[src/hw/rtl/egts_pkg.sv]
// shared types and constants of the energy gated task scheduler
`timescale 1ns / 1ps

package egts_pkg;

  // default configuration
  localparam int unsigned MaxTasksDefault   = 256;
  localparam int unsigned EnergyBitsDefault = 16;

  // fixed field widths
  localparam int unsigned EnergyInW = 16;
  localparam int unsigned IndexOutW = 8;

  // item opcodes
  localparam logic OpAdd   = 1'b0;
  localparam logic OpVisit = 1'b1;

  // controller states, one-hot
  typedef enum logic [1:0] {
    ST_IDLE = 2'b01,
    ST_EVAL = 2'b10
  } egts_state_e;

  // write commands from the controller to the task store
  typedef struct packed {
    logic add_we;     // store a new requirement and clear its mark
    logic mark_we;    // set the completion mark of the visited task
    logic clear_all;  // drop every completion mark (new round)
  } egts_wr_t;

endpackage

[src/hw/rtl/egts_store.sv]
// task store: requirement memory and completion marks
`timescale 1ns / 1ps

module egts_store import egts_pkg::*; #(
  parameter int unsigned MAX_TASKS   = MaxTasksDefault,
  parameter int unsigned ENERGY_BITS = EnergyBitsDefault,
  localparam int unsigned IdxW       = (MAX_TASKS > 1) ? $clog2(MAX_TASKS) : 1
) (
  input  logic                   clk_i,
  input  logic                   rst_ni,
  input  egts_wr_t               wr_i,
  input  logic [IdxW-1:0]        add_addr_i,
  input  logic [ENERGY_BITS-1:0] add_need_i,
  input  logic [IdxW-1:0]        mark_addr_i,
  input  logic [IdxW-1:0]        rd_addr_i,
  output logic [ENERGY_BITS-1:0] rd_need_o,
  output logic                   rd_done_o
);

  logic [ENERGY_BITS-1:0] need_mem [MAX_TASKS];
  logic                   tag_mem  [MAX_TASKS];
  logic [ENERGY_BITS-1:0] rd_need_q;
  logic                   rd_tag_q;
  logic                   round_q;

  // requirement table, synchronous read every cycle
  always_ff @(posedge clk_i) begin
    if (wr_i.add_we) begin
      need_mem[add_addr_i] <= add_need_i;
    end
    rd_need_q <= need_mem[rd_addr_i];
  end

  // round tags: a task is complete when its tag equals the current round bit,
  // an add writes the opposite bit and a mark writes the current one
  always_ff @(posedge clk_i) begin
    if (wr_i.add_we) begin
      tag_mem[add_addr_i] <= ~round_q;
    end else if (wr_i.mark_we) begin
      tag_mem[mark_addr_i] <= round_q;
    end
    rd_tag_q <= tag_mem[rd_addr_i];
  end

  // a round reset flips the round bit, which drops every mark at once
  always_ff @(posedge clk_i or negedge rst_ni) begin
    if (!rst_ni) begin
      round_q <= 1'b0;
    end else if (wr_i.clear_all) begin
      round_q <= ~round_q;
    end
  end

  assign rd_need_o = rd_need_q;
  assign rd_done_o = (rd_tag_q == round_q);

endmodule

[src/hw/rtl/energy_gated_task_scheduler.sv]
// top level of the energy gated task scheduler
`timescale 1ns / 1ps

// Keeps a table of one-shot tasks and walks them in passes. An add item stores
// a task's energy requirement (refused with add_accepted low once MAX_TASKS
// tasks are held). A visit item checks the next task of the pass: a task
// already complete is only counted, any other task fires (run_task) when
// energy_now is strictly above its requirement and condition_met is high.
// When a pass ends with every task complete, all marks are dropped and
// round_reset is reported. Each item gives exactly one result item.
// An add resolves at once, a visit goes through ST_EVAL, one item in flight
// at a time; the visit needs the synchronous read of the requirement memory
// before the compare and mark write-back. Completion marks are a one-bit
// round tag per task in a second memory: a task is complete when its tag
// matches the current round bit, so a round reset just flips that bit and
// there is no clearing pass after reset.
// Energy values use their low ENERGY_BITS bits.

module energy_gated_task_scheduler import egts_pkg::*; #(
  parameter int unsigned MAX_TASKS   = MaxTasksDefault,
  parameter int unsigned ENERGY_BITS = EnergyBitsDefault
) (
  input  logic                 clk_i,
  input  logic                 rst_ni,
  // item input
  input  logic                 in_valid_i,
  output logic                 in_stall_o,
  input  logic                 opcode_i,
  input  logic [EnergyInW-1:0] task_energy_need_i,
  input  logic [EnergyInW-1:0] energy_now_i,
  input  logic                 condition_met_i,
  // result output
  output logic                 out_valid_o,
  input  logic                 out_stall_i,
  output logic [IndexOutW-1:0] task_index_o,
  output logic                 add_accepted_o,
  output logic                 run_task_o,
  output logic                 was_complete_o,
  output logic                 pass_end_o,
  output logic                 round_reset_o
);

  localparam int unsigned IdxW = (MAX_TASKS > 1) ? $clog2(MAX_TASKS) : 1;
  localparam int unsigned CntW = $clog2(MAX_TASKS + 1);

  egts_state_e state_q, state_d;

  logic [CntW-1:0] task_count_q, task_count_d;
  logic [IdxW-1:0] visit_pos_q, visit_pos_d;
  logic [CntW-1:0] done_in_pass_q, done_in_pass_d;

  // visit operands held for the evaluation cycle
  logic [ENERGY_BITS-1:0] energy_q;
  logic                   cond_q;

  // result register
  logic                 out_valid_q, out_valid_d;
  logic [IndexOutW-1:0] task_index_q, task_index_d;
  logic                 add_acc_q, add_acc_d;
  logic                 run_q, run_d;
  logic                 was_q, was_d;
  logic                 pend_q, pend_d;
  logic                 rreset_q, rreset_d;

  logic                   in_acc;
  logic                   out_acc;
  logic [31:0]            need_ext;
  logic [31:0]            energy_ext;
  logic [ENERGY_BITS-1:0] need_w;
  logic [ENERGY_BITS-1:0] energy_w;
  egts_wr_t               wr;
  logic [ENERGY_BITS-1:0] rd_need;
  logic                   rd_done;
  logic                   table_full;
  logic                   visit_run;
  logic                   visit_hit;
  logic [CntW-1:0]        dip_next;
  logic                   last_task;

  // one item at a time; every item also needs the result slot to be free
  assign in_stall_o = (state_q != ST_IDLE) || (out_valid_q && out_stall_i);
  assign in_acc     = in_valid_i && !in_stall_o;
  assign out_acc    = out_valid_q && !out_stall_i;

  // energy values narrowed or widened to ENERGY_BITS
  assign need_ext   = {16'b0, task_energy_need_i};
  assign energy_ext = {16'b0, energy_now_i};
  assign need_w     = need_ext[ENERGY_BITS-1:0];
  assign energy_w   = energy_ext[ENERGY_BITS-1:0];

  assign table_full = task_count_q >= CntW'(MAX_TASKS);

  // visit decision, operands come from the store in the cycle after accept
  assign visit_hit = rd_done;
  assign visit_run = !rd_done && (energy_q > rd_need) && cond_q;
  assign dip_next  = done_in_pass_q + CntW'(visit_hit || visit_run);
  assign last_task = (CntW'(visit_pos_q) + CntW'(1)) >= task_count_q;

  always_comb begin
    state_d        = state_q;
    task_count_d   = task_count_q;
    visit_pos_d    = visit_pos_q;
    done_in_pass_d = done_in_pass_q;
    out_valid_d    = out_valid_q && !out_acc;
    task_index_d   = task_index_q;
    add_acc_d      = add_acc_q;
    run_d          = run_q;
    was_d          = was_q;
    pend_d         = pend_q;
    rreset_d       = rreset_q;
    wr             = '0;

    unique case (state_q)
      ST_IDLE: begin
        if (in_acc) begin
          if (opcode_i == OpAdd) begin
            // add resolves at once, no table read needed
            out_valid_d  = 1'b1;
            run_d        = 1'b0;
            was_d        = 1'b0;
            pend_d       = 1'b0;
            rreset_d     = 1'b0;
            if (!table_full) begin
              wr.add_we    = 1'b1;
              task_count_d = task_count_q + CntW'(1);
              task_index_d = IndexOutW'(task_count_q[IdxW-1:0]);
              add_acc_d    = 1'b1;
            end else begin
              task_index_d = '0;
              add_acc_d    = 1'b0;
            end
          end else begin
            state_d = ST_EVAL;
          end
        end
      end
      ST_EVAL: begin
        // result slot is empty here: it was free when the visit was taken
        state_d     = ST_IDLE;
        out_valid_d = 1'b1;
        add_acc_d   = 1'b0;
        if (task_count_q == '0) begin
          // empty round counts as complete
          task_index_d   = '0;
          run_d          = 1'b0;
          was_d          = 1'b0;
          pend_d         = 1'b1;
          rreset_d       = 1'b1;
          visit_pos_d    = '0;
          done_in_pass_d = '0;
        end else begin
          task_index_d = IndexOutW'(visit_pos_q);
          run_d        = visit_run;
          was_d        = visit_hit;
          wr.mark_we   = visit_run;
          if (last_task) begin
            pend_d         = 1'b1;
            rreset_d       = dip_next >= task_count_q;
            wr.clear_all   = dip_next >= task_count_q;
            visit_pos_d    = '0;
            done_in_pass_d = '0;
          end else begin
            pend_d         = 1'b0;
            rreset_d       = 1'b0;
            visit_pos_d    = visit_pos_q + IdxW'(1);
            done_in_pass_d = dip_next;
          end
        end
      end
      default: begin
        state_d = ST_IDLE;
      end
    endcase
  end

  always_ff @(posedge clk_i or negedge rst_ni) begin
    if (!rst_ni) begin
      state_q        <= ST_IDLE;
      task_count_q   <= '0;
      visit_pos_q    <= '0;
      done_in_pass_q <= '0;
      out_valid_q    <= 1'b0;
    end else begin
      state_q        <= state_d;
      task_count_q   <= task_count_d;
      visit_pos_q    <= visit_pos_d;
      done_in_pass_q <= done_in_pass_d;
      out_valid_q    <= out_valid_d;
    end
  end

  // payload registers
  always_ff @(posedge clk_i) begin
    if (in_acc) begin
      energy_q <= energy_w;
      cond_q   <= condition_met_i;
    end
    task_index_q <= task_index_d;
    add_acc_q    <= add_acc_d;
    run_q        <= run_d;
    was_q        <= was_d;
    pend_q       <= pend_d;
    rreset_q     <= rreset_d;
  end

  // the store reads the current pass position every cycle, so the data is
  // ready in the cycle after a visit is taken
  egts_store #(
    .MAX_TASKS  (MAX_TASKS),
    .ENERGY_BITS(ENERGY_BITS)
  ) u_store (
    .clk_i      (clk_i),
    .rst_ni     (rst_ni),
    .wr_i       (wr),
    .add_addr_i (task_count_q[IdxW-1:0]),
    .add_need_i (need_w),
    .mark_addr_i(visit_pos_q),
    .rd_addr_i  (visit_pos_q),
    .rd_need_o  (rd_need),
    .rd_done_o  (rd_done)
  );

  assign out_valid_o    = out_valid_q;
  assign task_index_o   = task_index_q;
  assign add_accepted_o = add_acc_q;
  assign run_task_o     = run_q;
  assign was_complete_o = was_q;
  assign pass_end_o     = pend_q;
  assign round_reset_o  = rreset_q;

  // a visit always enters evaluation with a free result slot
  a_visit_eval: assert property (@(posedge clk_i) disable iff (!rst_ni)
    in_acc && (opcode_i == OpVisit) |=> state_q == ST_EVAL && !out_valid_q)
    else $error("visit did not enter evaluation with a free result slot");

  // a task cannot fire and be already complete at once
  a_run_excl: assert property (@(posedge clk_i) disable iff (!rst_ni)
    out_valid_o |-> !(run_task_o && was_complete_o))
    else $error("run and already-complete both set");

  // round reset only at the end of a pass, never on an add
  a_rreset_pend: assert property (@(posedge clk_i) disable iff (!rst_ni)
    out_valid_o && round_reset_o |-> pass_end_o && !add_accepted_o)
    else $error("round reset outside a pass end");

  // pass position stays inside the table
  a_pos_range: assert property (@(posedge clk_i) disable iff (!rst_ni)
    (visit_pos_q == '0) || (CntW'(visit_pos_q) < task_count_q))
    else $error("pass position beyond the task count");

  // counters stay in range
  a_cnt_range: assert property (@(posedge clk_i) disable iff (!rst_ni)
    (task_count_q <= CntW'(MAX_TASKS)) && (done_in_pass_q <= task_count_q))
    else $error("task or pass counter out of range");

endmodule
[config.mk]
export PLATFORM = sky130hd
export DESIGN_NAME = energy_gated_task_scheduler
export DESIGN_NICKNAME = d
export VERILOG_FILES = /design/src/hw/rtl/egts_pkg.sv /design/src/hw/rtl/egts_store.sv /design/src/hw/rtl/energy_gated_task_scheduler.sv
export SDC_FILE = /design/constraint.sdc
export NUM_CORES = 2
export LEC_CHECK = 0
export BUFFER_PORTS_ARGS = -buffer_cell sky130_fd_sc_hd__buf_2
export CORE_MARGIN = 8
export CORE_UTILIZATION = 50
export CTS_BUF_LIST = sky130_fd_sc_hd__clkbuf_8
export CTS_CLUSTER_DIAMETER = 120
export DETAILED_ROUTE_END_ITERATION = 7
export GPL_ROUTABILITY_DRIVEN = 0
export PLACE_DENSITY_LB_ADDON = 0.12
export SLEW_MARGIN = 20
export SYNTH_ARGS = -nofsm -noshare
export SYNTH_HDL_FRONTEND = slang
export SYNTH_HIERARCHICAL = 1
export SYNTH_MEMORY_MAX_BITS = 65536
export SYNTH_SLANG_ARGS = --single-unit
[constraint.sdc]
create_clock -name clk_i -period 12.95 [get_ports clk_i]
set_clock_uncertainty 0.1 [all_clocks]
set_input_delay 0 -clock clk_i [delete_from_list [all_inputs] [get_ports clk_i]]
set_output_delay 0 -clock clk_i [all_outputs]
set_load 0.005 [all_outputs]
==> flow_metrics.py <==
metrics = {
    "outcome": {
        "status": "completed",
    },
    "synthesis": {
        "post_synth_xor_area_fraction_pct": 0.1162,
        "syn_inst_count": 8480,
        "number_of_flops_mapped_to_enable_cells_by_yosys": 4382,
        "synth-compound-area-share_pct": 3.728,
        "netlist_top_cells_area": "sky130_fd_sc_hd__edfxtp_1 (76%), sky130_fd_sc_hd__mux4_2 (11%), sky130_fd_sc_hd__mux2i_1 (3.7%)",
        "synth_seq_area_share_pct": 76.53,
        "synth_largest_type_area_fraction_pct": 75.90,
        "synth_ff_type": "sky130_fd_sc_hd__edfxtp_1",
        "simple_gate_area_share_of_the_yosys_netlist_pct": 2.522,
        "synth_top_family_by_area": "multiplexers",
        "postSynthRegisterBits": 4429,
        "ys_top_cells_by_count": "sky130_fd_sc_hd__edfxtp_1 (4382), sky130_fd_sc_hd__mux4_2 (844), sky130_fd_sc_hd__mux2i_1 (641)",
        "yosysWarningCount": 6,
        "synth_fp_nets": 8559,
        "mappedNetlistArea_um2": 173400,
        "synth_mux_area_share_pct": 15.04,
        "synth_adder_area_share_pct": 0.2959,
        "avgSynthCellArea_um2": 20.44,
        "synth_top_area_cell": "sky130_fd_sc_hd__edfxtp_1",
        "async_flop_share_pct": 0.6774,
        "synthDistinctLibCells": 70,
        "synthMostInstantiatedCell": "sky130_fd_sc_hd__edfxtp_1",
    },
    "pwr": {
        "p_leak_nw": 61.41,
        "power.density_nw_per_um2": 171.0,
        "max_rail_drop_vdd_uv": 133.7,
        "design_power_total_w": 0.03324,
    },
    "sta": {
        "final.setup.tns_ps": 0,
        "rsz0062_at_grt": "no",
        "timing.slew.headroom_pct": 18.28,
        "min_period_over_period_pct": 45.01,
        "max_frequency_ghz": 0.1716,
        "hold_slack_ps": 113.1,
        "setup_ws_ps": 7122,
        "post-route-min-period_ps": 5828,
        "slew_violations": 0,
        "timing.final.hold_violations": 0,
        "report.final.setup_viol": 0,
        "worst_pin_slew_ps": 1213,
    },
    "cells_and_area": {
        "layout.cells.non_filler": 14396,
        "area.growth.synth_to_final_pct": 12.16,
        "fraction_of_layout_cells_with_a_size_suffix_above_1_pct": 23.94,
        "num-nets-final": 9323,
    },
    "grt": {
        "grt_antenna_before_repair": 35,
        "grt_max_degree": 186,
        "vias_in_the_first_global_route": 90723,
        "wire_length_of_the_first_global_routing_pass_mm": 686.4,
        "global_route.overflow_total": 0,
        "total_routing_resource_utilization_after_global_routing_pct": 26.24,
    },
    "setup_path": {
        "ff2ff_setup_slack_ps": 7120,
        "worst_path_dominant_cell_family": "buffers and inverters",
        "critPathMaxStageDelay_ps": 1000,
        "worst_path_max_delay_cell": "sky130_fd_sc_hd__dfrtp_4",
        "critical_path_required_ps": 13930,
        "crit_path_end_kind": "register",
        "cp-start-kind": "register",
        "critPathArrivalTime_ps": 6810,
        "worstPathMaxFanout": 94,
        "critical_path_cell_by_cell": "buf_4, buf_12, buf_4, mux4_2, mux2i_1, o221ai_1, o32ai_1, buf_4, nor4_1",
        "criticalPathCategory": "register to register",
        "worstPathBufferInverterCount": 4,
        "critical-path-top-cell-by-count": "sky130_fd_sc_hd__buf_4",
    },
    "routing": {
        "ant_nets": 0,
        "drt_iter0_drc": 12391,
        "drtPass1Iterations": 5,
        "wire_per_inst_um": 33.91,
        "number_of_vias_after_detailed_routing": 91198,
        "routed_wirelength_mm": 488.2,
        "remaining_drc_errors": 0,
        "via_per_inst": 6.335,
    },
    "die": {
        "initial_standard_cell_utilization_of_the_core_pct": 50.16,
        "dieWidth_um": 604.9,
        "top_level_ports": 53,
        "floorplan.die.height_um": 604.9,
        "floorplan.core_area_um2": 345700,
        "rows": 216,
        "die_area_um2": 365800,
    },
    "clock_network": {
        "clockRootBuffer": "sky130_fd_sc_hd__clkbuf_8",
        "path_clk_slew_ps": 70,
        "insertion_delay_ps": 1250,
        "tritoncts": "done",
        "ctsHtreeMaxLevel": 6,
        "cts_max_path_buffers": 4,
        "tritoncts.num_buffers": 710,
        "cts_setup_buffers": 0,
        "postCtsResizedCells": 0,
        "number_of_hold_buffers_added_after_cts": 99,
        "clkSinkCount": 4429,
    },
    "placed_design": {
        "place_worst_setup_slack_ps": 7065,
        "port_buffers": 52,
        "placed_cells": 13010,
        "dp.final_hpwl_mm": 278.8,
    },
    "job": {
        "cap_violations": 0,
    },
    "hold_path": {
        "hold_class": "input pin to register",
    },
}
-- flip-flops by register name (all words and copies together), names as in the netlist, 2 cells and up --
register / count
u_store/need_mem: 4096
state_q: 2
task_count_q: 9
task_index_o: 8
energy_q: 16
u_store/tag_mem: 256
u_store/rd_need_o: 16
done_in_pass_q: 9
visit_pos_q: 8
-- per-layer routing --
metal / share of wire, % / wire length [um] / vias up / track usage, %
met5: 0.0027 / 13 / - / 0
met4: 3.5 / 16920 / 2 / 8.427
met3: 9.5 / 46370 / 756 / 4.919
met2: 46 / 224700 / 4790 / 40.32
met1: 41 / 200200 / 48528 / 38.36
li1: - / - / 37122 / -
-- layout make-up --
| class | instances | area [um2] |
|---|---|---|
| timing repair buffer | 565 | 4972 |
| sequential | 4429 | 132700 |
| tap | 4578 | 5728 |
| antenna | 10 | 25.02 |
| fill | 25943 | 151200 |
| multi-input combinational | 3497 | 38150 |
| inverter | 41 | 166.4 |
| clock inverter | 548 | 2698 |
| clock buffer | 728 | 10020 |
-- stage by stage --
stage,cell area [um2],utilization (%)
6_report,194500,56.26
5_1_grt,194400,56.25
4_1_cts,194300,56.22
3_5_place_dp,180400,52.18
3_3_place_gp,180200,52.14
2_1_floorplan,173400,-
-- layout by cell type (no fill, tap or decap), types with 16 or more instances in the layout --
cell,instances
sky130_fd_sc_hd__inv_1,290
sky130_fd_sc_hd__o221ai_1,293
sky130_fd_sc_hd__nor2_4,27
sky130_fd_sc_hd__nor4_1,26
sky130_fd_sc_hd__clkinv_2,44
sky130_fd_sc_hd__buf_8,16
sky130_fd_sc_hd__nor2_1,507
sky130_fd_sc_hd__and3_1,21
sky130_fd_sc_hd__a211oi_1,19
sky130_fd_sc_hd__nor2_2,34
sky130_fd_sc_hd__dfxtp_1,17
sky130_fd_sc_hd__dfrtp_1,23
sky130_fd_sc_hd__clkbuf_8,728
sky130_fd_sc_hd__a21oi_1,176
sky130_fd_sc_hd__xnor2_1,16
sky130_fd_sc_hd__mux2_2,58
sky130_fd_sc_hd__nand2_1,103
sky130_fd_sc_hd__nand3_1,56
sky130_fd_sc_hd__o22ai_1,175
sky130_fd_sc_hd__o31ai_1,20
sky130_fd_sc_hd__nand4_1,25
sky130_fd_sc_hd__mux2i_1,641
sky130_fd_sc_hd__a221oi_1,29
sky130_fd_sc_hd__mux4_2,844
sky130_fd_sc_hd__dlygate4sd3_1,83
sky130_fd_sc_hd__o21ai_0,45
sky130_fd_sc_hd__edfxtp_1,4382
sky130_fd_sc_hd__buf_16,16
sky130_fd_sc_hd__clkinv_1,192
sky130_fd_sc_hd__buf_2,36
sky130_fd_sc_hd__a22oi_1,28
sky130_fd_sc_hd__nor3_1,91
sky130_fd_sc_hd__buf_4,398
sky130_fd_sc_hd__a22o_1,42
sky130_fd_sc_hd__ha_1,41
-- tightest hold or removal path, delay by kind of cell --
family / cells / cell delay, ps
buffers and inverters: 3 / 1270
-- final timing paths --
check,startpoint,to,depth (start not counted)
setup reg to reg,visit_pos_q[0],u_store/rd_need_o[4],9
hold reg to reg,state_q[0],state_q[0],2
max in group asynchronous,rst_ni,visit_pos_q[0],5
setup / recovery,visit_pos_q[0],u_store/rd_need_o[4],9
hold / removal,energy_now_i[9],energy_q[9],3
min in group asynchronous,rst_ni,out_valid_o,5
-- report_power, final --
part	switching [W]	leakage [nW]	internal, W	total, W
clock	0.00552	7.40	0.00540	0.0109
sequential	0.000136	39.9	0.0160	0.0161
combinational	0.00359	14.1	0.00262	0.00621
total	0.00924	61.4	0.0240	0.0332
-- cells by family after synthesis --
logic type      count (synthesis)
flops                        4429
mux                          1543
simple gates                  994
compound gates                896
buf+inv                       554
fa+ha+maj                      41
xor+xnor                       23
(Power assumes the default switching activity.)
